===== config.mk =====
export PLATFORM = sky130hd
export DESIGN_NAME = btos_cell
export DESIGN_NICKNAME = d
export VERILOG_FILES = /design/src/rtl/btos_pkg.sv /design/src/rtl/btos_cell.sv
export SDC_FILE = /design/constraint.sdc
export NUM_CORES = 1
export LEC_CHECK = 0
export ABC_CLOCK_PERIOD_IN_PS = 8780
export BUFFER_PORTS_ARGS = -buffer_cell sky130_fd_sc_hd__buf_2
export CORE_ASPECT_RATIO = 0.7
export CORE_MARGIN = 2
export CORE_UTILIZATION = 48
export CTS_CLUSTER_DIAMETER = 60
export DETAILED_ROUTE_END_ITERATION = 10
export PLACE_DENSITY_LB_ADDON = 0.25
export SLEW_MARGIN = 20
export SYNTH_ARGS = -nofsm -noshare
export SYNTH_HDL_FRONTEND = slang
export SYNTH_SLANG_ARGS = --single-unit

===== constraint.sdc =====
create_clock -name clk_i -period 8.78 [get_ports clk_i]
set_input_delay 1.317 -clock clk_i [delete_from_list [all_inputs] [get_ports clk_i]]
set_output_delay 1.317 -clock clk_i [all_outputs]
set_load 0.05 [all_outputs]

===== src/rtl/btos_pkg.sv =====
`timescale 1ns / 1ps
package btos_pkg;

  localparam int unsigned KeyW = 42;
  localparam int unsigned PayW = 32;

  typedef enum logic [2:0] {
    ST_ORDERED  = 3'd0,
    ST_HELD     = 3'd1,
    ST_DUP      = 3'd2,
    ST_FULL     = 3'd3,
    ST_RELEASED = 3'd4
  } status_e;

  typedef enum logic [2:0] {
    S_CLEAR,
    S_IDLE,
    S_CMP,
    S_EXEC,
    S_REL
  } state_e;

  // Broadcast command to every pending cell
  typedef struct packed {
    logic [KeyW-1:0] key;
    logic [PayW-1:0] pay;
    logic            cap;   // latch own match into sel
    logic            rel;   // free the cell latched in sel
    logic            hold;  // park or refresh an early batch
  } cell_cmd_t;

endpackage


===== src/rtl/btos_cell.sv =====
`timescale 1ns / 1ps
module btos_cell
  import btos_pkg::*;
(
  input  logic            clk_i,
  input  logic            rst_ni,
  input  cell_cmd_t       cmd_i,
  input  logic            hit_all_i,
  input  logic            free_i,
  output logic            free_o,
  input  logic            hit_i,
  output logic            hit_o,
  input  logic [PayW-1:0] pay_i,
  output logic [PayW-1:0] pay_o
);

  logic            valid_q, sel_q;
  logic [KeyW-1:0] key_q;
  logic [PayW-1:0] pay_q;
  logic            match, take_free;

  assign match     = valid_q && (key_q == cmd_i.key);
  assign take_free = !valid_q && !free_i;   // first free cell in the row
  assign free_o    = free_i | !valid_q;
  assign hit_o     = hit_i | match;
  assign pay_o     = pay_i | (match ? pay_q : '0);

  always_ff @(posedge clk_i or negedge rst_ni) begin
    if (!rst_ni) begin
      valid_q <= 1'b0;
      sel_q   <= 1'b0;
    end else begin
      if (cmd_i.cap) begin
        sel_q <= match;
      end
      if (cmd_i.rel && sel_q) begin
        valid_q <= 1'b0;
      end
      if (cmd_i.hold && !hit_all_i && take_free) begin
        valid_q <= 1'b1;
      end
    end
  end

  always_ff @(posedge clk_i) begin
    if (cmd_i.hold) begin
      if (match) begin
        pay_q <= cmd_i.pay;
      end else if (!hit_all_i && take_free) begin
        key_q <= cmd_i.key;
        pay_q <= cmd_i.pay;
      end
    end
  end

endmodule


==> results.md, run 1 <==
- Status: finished clean
- Setup CP Type: primary input to primary output
- Initial Util: 50.5%
- Max_cap viols: 0
- CTS tree: built
- Hold buffer count at CTS: 0
- Syn-to-layout area delta: 29.8%
- Critical Path Sink Type: primary output
- GRT Total Usage: 19.4%
- Die height: 75.2 µm
- Resize count post-CTS: 0
- CP max FO: 35
- Synth top area cells: edfxtp_1, o21bai_2, xnor2_1
- Yosys cell types: 29
- Reg area: 0.00227 mm²
- Fmax: 0.195 GHz
- TritonRoute pass-1 iters: 4
- P per Cell Area: 168 mW/mm²
- Clk buf depth: 2
- Maximum VDD drop: 0.0808 mV
- Yosys top cell by area: edfxtp_1
- Cell count after placement: 471
- Syn. warnings: 0
- R2R Setup Slk: 5250 ps
- Top_reg_cell synth: edfxtp_1
- Antenna Nets Post-Route: 0
- Hold Violations, Final: 0
- Input/output buffers: 147
- Vias in the first global route: 2417
- Finished Layout Cells: 487
- Avg Inst Size Synth: 14.8 µm²
- CP required: 7460 ps
- Clock-pin slew on the worst setup and hold paths: 80 ps
- Die ar.: 0.00795 mm²
- Area of the multi-input gates: 0.00114 mm²
- First-pass GRT wire length: 11.6 mm
- Filler Cell Count: 566
- Final worst slack: 3640 ps
- Largest net degree at the start of global routing: 36
- Least-Margin Pin Slew: 947 ps
- Synth Instances: 235
- RSZ-0062 raised after global routing: false
- Root Driver: clkbuf_8
- Hold/Removal Path Class: flip-flop to flip-flop
- Fin area: 0.00452 mm²
- Worst-Skew Late Latency: 340 ps
- WL per Instance: 15.5 µm
- Via count of the routed design: 2407
- Final Skew: 10.8 ps
- CORE AREA: 0.00688 mm²
- Asr flop ratio synth: 2.63%
- Final net count: 502
- H-tree levels: 3
- Placer Congestion: 0.813
- Number of flops mapped to enable cells by yosys: 74
- Leakage: 1.73 nW
- Register area share after synthesis: 65.3%
- Final hold slack: 577 ps
- I/O pin total: 148
- Synth top area share: 63.9%
- Final wirelength: 7.53 mm
- Setup Buffers After CTS: 0
- Power Total: 0.758 mW
- Max-slew headroom at the worst pin: 36.7%
- Hpwl dp: 5.60 mm
- Initial antenna violation count: 0
- Share of cells above drive strength 1: 52.2%
- Row cnt: 25
- Initial drt markers: 91
- Final Critical Period: 5140 ps
- Commonest non-fill, non-tap cell in the layout: buf_2
- Fin Setup TNS: 0 ps
- TritonCTS buffer count: 9
- Gr ovfl total: 0
- Sink Count: 76
- Pins Over Slew Limit: 0
- Core Util, Final: 65.6%
- Tcrit/Tclk final: 58.5%
- Via/cell ratio: 4.94
- Residual DRC: 0
- Die width: 106 µm
- Most frequent cells in the layout: buf_2, edfxtp_1, nand3_1, o21bai_2, xnor2_1
- Final setup fails: 0
- Pre-CTS setup slack: 3630 ps
- Antenna cell count: 0
- Setup crit start kind: primary input
- Mapped Area: 0.00348 mm²
- Syn Nets: 349
- Critical path arrival: 3820 ps
- Area of placed instances: 0.00434 mm²
- FF+latch count, synth: 76
==> layer usage <==
layer  vias to the layer above  share of wire [%]  track usage (%)
met5                         -                  0                0
met4                         0               0.88             5.70
met3                         8                7.4             5.71
met2                        90                 48             32.0
met1                      1116                 43             25.6
li1                       1193                  -                -
==> power breakdown <==
part           total (mW)  switching (mW)  internal [mW]
combinational       0.107          0.0648         0.0427
sequential          0.415         0.00494          0.410
clock               0.236           0.132          0.103
total               0.758           0.202          0.556
==> synthesized netlist by cell type, types with 3 or more instances <==
cell type	count
nand2_1	3
o21bai_1	5
nand4_1	4
nor2b_1	7
inv_1	10
buf_6	3
edfxtp_1	74
o22ai_1	3
o21bai_2	29
inv_2	3
xor2_1	4
clkbuf_1	6
nand3_1	36
xnor2_1	22
nand2b_1	6
==> final timing paths <==
path                                start       end  depth (start not counted)
worst min register to register      sel_q   valid_q                          2
worst max register to register  key_q[35]  pay_q[2]                          5
worst min-delay path                sel_q   valid_q                          2
min in group asynchronous          rst_ni     sel_q                          1
worst max-delay path            cmd_i[57]     hit_o                          7
max in group asynchronous          rst_ni   valid_q                          1
==> worst max-delay path, stage by stage <==
cell and delay [ps]:
buf_2 110, inv_1 40, o22ai_1 90, a2111oi_1 810, nand4_4 760, o21bai_2 360
buf_2 310
==> sequential cells by signal, summed over array words and instances (netlist names) <==
name / count
key_q: 42
pay_q: 32
valid_q: 1
sel_q: 1
==> final cells by class <==
cell class / instances / share of cell area, %
flip-flops and latches: 76 / 50.3
multi-input cells: 137 / 25.2
repair buffers: 151 / 17.0
clock buffers: 9 / 2.74
well taps: 94 / 2.60
clock inverters: 7 / 1.11
inverters: 13 / 1.08
==> cell families (layout without fill, tap and decap cells) <==
kind of cell	after synthesis	in the layout	synth area share, %
flops	76	76	65.3
simple gates	63	63	11.1
compound gates	48	48	14.0
xor+xnor	26	26	6.55
buf+inv	22	180	3.02
Note: power is estimated with default switching activity, not from simulation.
==> inputs of run 2 (changes only) <==
--- a/config.mk
+++ b/config.mk
@@ -5,7 +5,7 @@
 export SDC_FILE = /design/constraint.sdc
 export NUM_CORES = 1
 export LEC_CHECK = 0
-export ABC_CLOCK_PERIOD_IN_PS = 8780
+export ABC_CLOCK_PERIOD_IN_PS = 4900
 export BUFFER_PORTS_ARGS = -buffer_cell sky130_fd_sc_hd__buf_2
 export CORE_ASPECT_RATIO = 0.7
 export CORE_MARGIN = 2
==> constraint.sdc (replaced) <==
create_clock -name clk_i -period 4.9 [get_ports clk_i]
set_input_delay 0.735 -clock clk_i [delete_from_list [all_inputs] [get_ports clk_i]]
set_output_delay 0.735 -clock clk_i [all_outputs]
set_load 0.05 [all_outputs]
==> results.md, run 2 (same netlist as run 1, synthesis figures left out) <==
- CTS tree: built
- Biggest regs: key_q (42), pay_q (32)
- Commonest non-fill, non-tap cell in the layout: buf_2
- Setup Buffers After CTS: 0
- Die ar.: 0.00795 mm²
- Die width: 106 µm
- CP max FO: 35
- GRT Total Usage: 18.9%
- Row cnt: 25
- Sequential Power Share: 49.1%
- Hold Violations, Final: 0
- Grt met2 use: 27.7%
- CP required: 4160 ps
- Final Critical Period: 3450 ps
- TritonCTS buffer count: 9
- Via count of the routed design: 2465
- Critical path arrival: 2710 ps
- Pint: 1.15 mW
- Initial Util: 50.5%
- Final hold slack: 160 ps
- Reg area: 0.00227 mm²
- Hpwl dp: 5.53 mm
- Input/output buffers: 147
- Gr busiest metal: met2
- Antenna cell count: 0
- Setup CP Type: primary input to primary output
- Clock share of power: 38.1%
- Clk buf depth: 2
- Sink Count: 76
- First-pass GRT wire length: 11.3 mm
- Least-Margin Pin Slew: 731 ps
- Initial antenna violation count: 0
- Area of the multi-input gates: 0.00114 mm²
- Setup crit start kind: primary input
- I/O pin total: 148
- Resize count post-CTS: 0
- RSZ-0062 raised after global routing: false
- Max-slew headroom at the worst pin: 50.0%
- Initial drt markers: 73
- Leakage: 1.78 nW
- H-tree levels: 3
- Pins Over Slew Limit: 0
- CORE AREA: 0.00688 mm²
- Via/cell ratio: 5.05
- Fmax: 0.290 GHz
- Gr ovfl total: 0
- Share of cells above drive strength 1: 52.5%
- Antenna Nets Post-Route: 0
- Most frequent cells in the layout: buf_2, edfxtp_1, nand3_1, o21bai_2, xnor2_1
- Combinational power share: 12.8%
- Fin Setup TNS: 0 ps
- R2R Setup Slk: 2150 ps
- Met3 usage: 5.63%
- Psw: 0.361 mW
- Hold buffer count at CTS: 0
- Root Driver: clkbuf_8
- Status: finished clean
- Largest register FFs: 42
- Final net count: 503
- P per Cell Area: 328 mW/mm²
- Worst-Skew Late Latency: 340 ps
- Biggest register: key_q
- Max_cap viols: 0
- Maximum VDD drop: 0.180 mV
- Placer Congestion: 0.804
- Final wirelength: 7.54 mm
- Die height: 75.2 µm
- WL per Instance: 15.4 µm
- Filler Cell Count: 553
- Hold/Removal Path Class: primary input to async pin
- Final Skew: 13.2 ps
- Final setup fails: 0
- Clock-pin slew on the worst setup and hold paths: 90 ps
- Residual DRC: 0
- Vias in the first global route: 2336
- TritonRoute pass-1 iters: 4
- M1 GR Usage: 27.0%
- Critical Path Sink Type: primary output
- Syn-to-layout area delta: 32.7%
- Tcrit/Tclk final: 70.3%
- Largest net degree at the start of global routing: 45
- Sw frac: 23.8%
## run 2: cell types whose count changed in the layout (fill, tap and decap cells not counted)
cell        change
nor4b_2         -1
clkinvlp_4      -1
clkinv_1        -1
bufinv_16       +3
a2111oi_0       +1
clkinv_2        -1
nor4b_4         +1
a2111oi_1       -1
inv_6           -1
buf_12          +1
clkinv_4        +1
## run 2: path summary, 6_finish.rpt
check / from / end / cells after the start
max in group asynchronous: rst_ni / sel_q / 1
worst min-delay path: rst_ni / valid_q / 1
worst min register to register: sel_q / sel_q / 2
worst max register to register: key_q[4] / pay_q[5] / 7
worst max-delay path: cmd_i[39] / pay_o[1] / 8
min in group clk_i: sel_q / sel_q / 2
## run 2: power by group through the flow
stage                     clock network, mW  registers (mW)  logic [mW]
after floorplan                           0           0.757       0.114
after global placement                    0           0.758       0.191
after detailed placement                  0           0.759       0.194
after CTS                             0.595           0.744       0.196
after global routing                  0.616           0.746       0.208
final                                 0.578           0.744       0.194
## run 2: metrics by stage
stage | cell area [µm²] | worst slack, ps | util (%) | power [mW] | std cells
3_5_place_dp | 4370 | 1430 | 63.5 | 0.953 | 472
2_1_floorplan | 3480 | 155 | - | 0.871 | 235
6_report | 4620 | 1450 | 67.1 | 1.52 | 488
3_3_place_gp | 4370 | 1410 | 63.5 | 0.949 | 472
5_1_grt | 4620 | 1330 | 67.1 | 1.57 | 488
4_1_cts | 4620 | 1420 | 67.1 | 1.54 | 488
## run 2: routing by layer
layer | vias to the layer above | share of wire [%]
met5 | - | 0
met4 | 0 | 1.1
met3 | 8 | 6.6
met2 | 93 | 46
met1 | 1165 | 46
li1 | 1199 | -
## run 2: critical path, stage by stage
cell	delay [ps]
buf_2	110
xnor2_1	170
nand4_1	110
nor4_1	610
nand4_4	140
buf_4	320
o21bai_1	210
buf_2	290
## run 2: cell type report
cell class,instances,area share [%]
clock buffer,9,2.68
inverter,13,1.06
sequential,76,49.2
tap,94,2.55
multi-input combinational,137,24.8
timing repair buffer,152,17.0
clock inverter,7,2.68
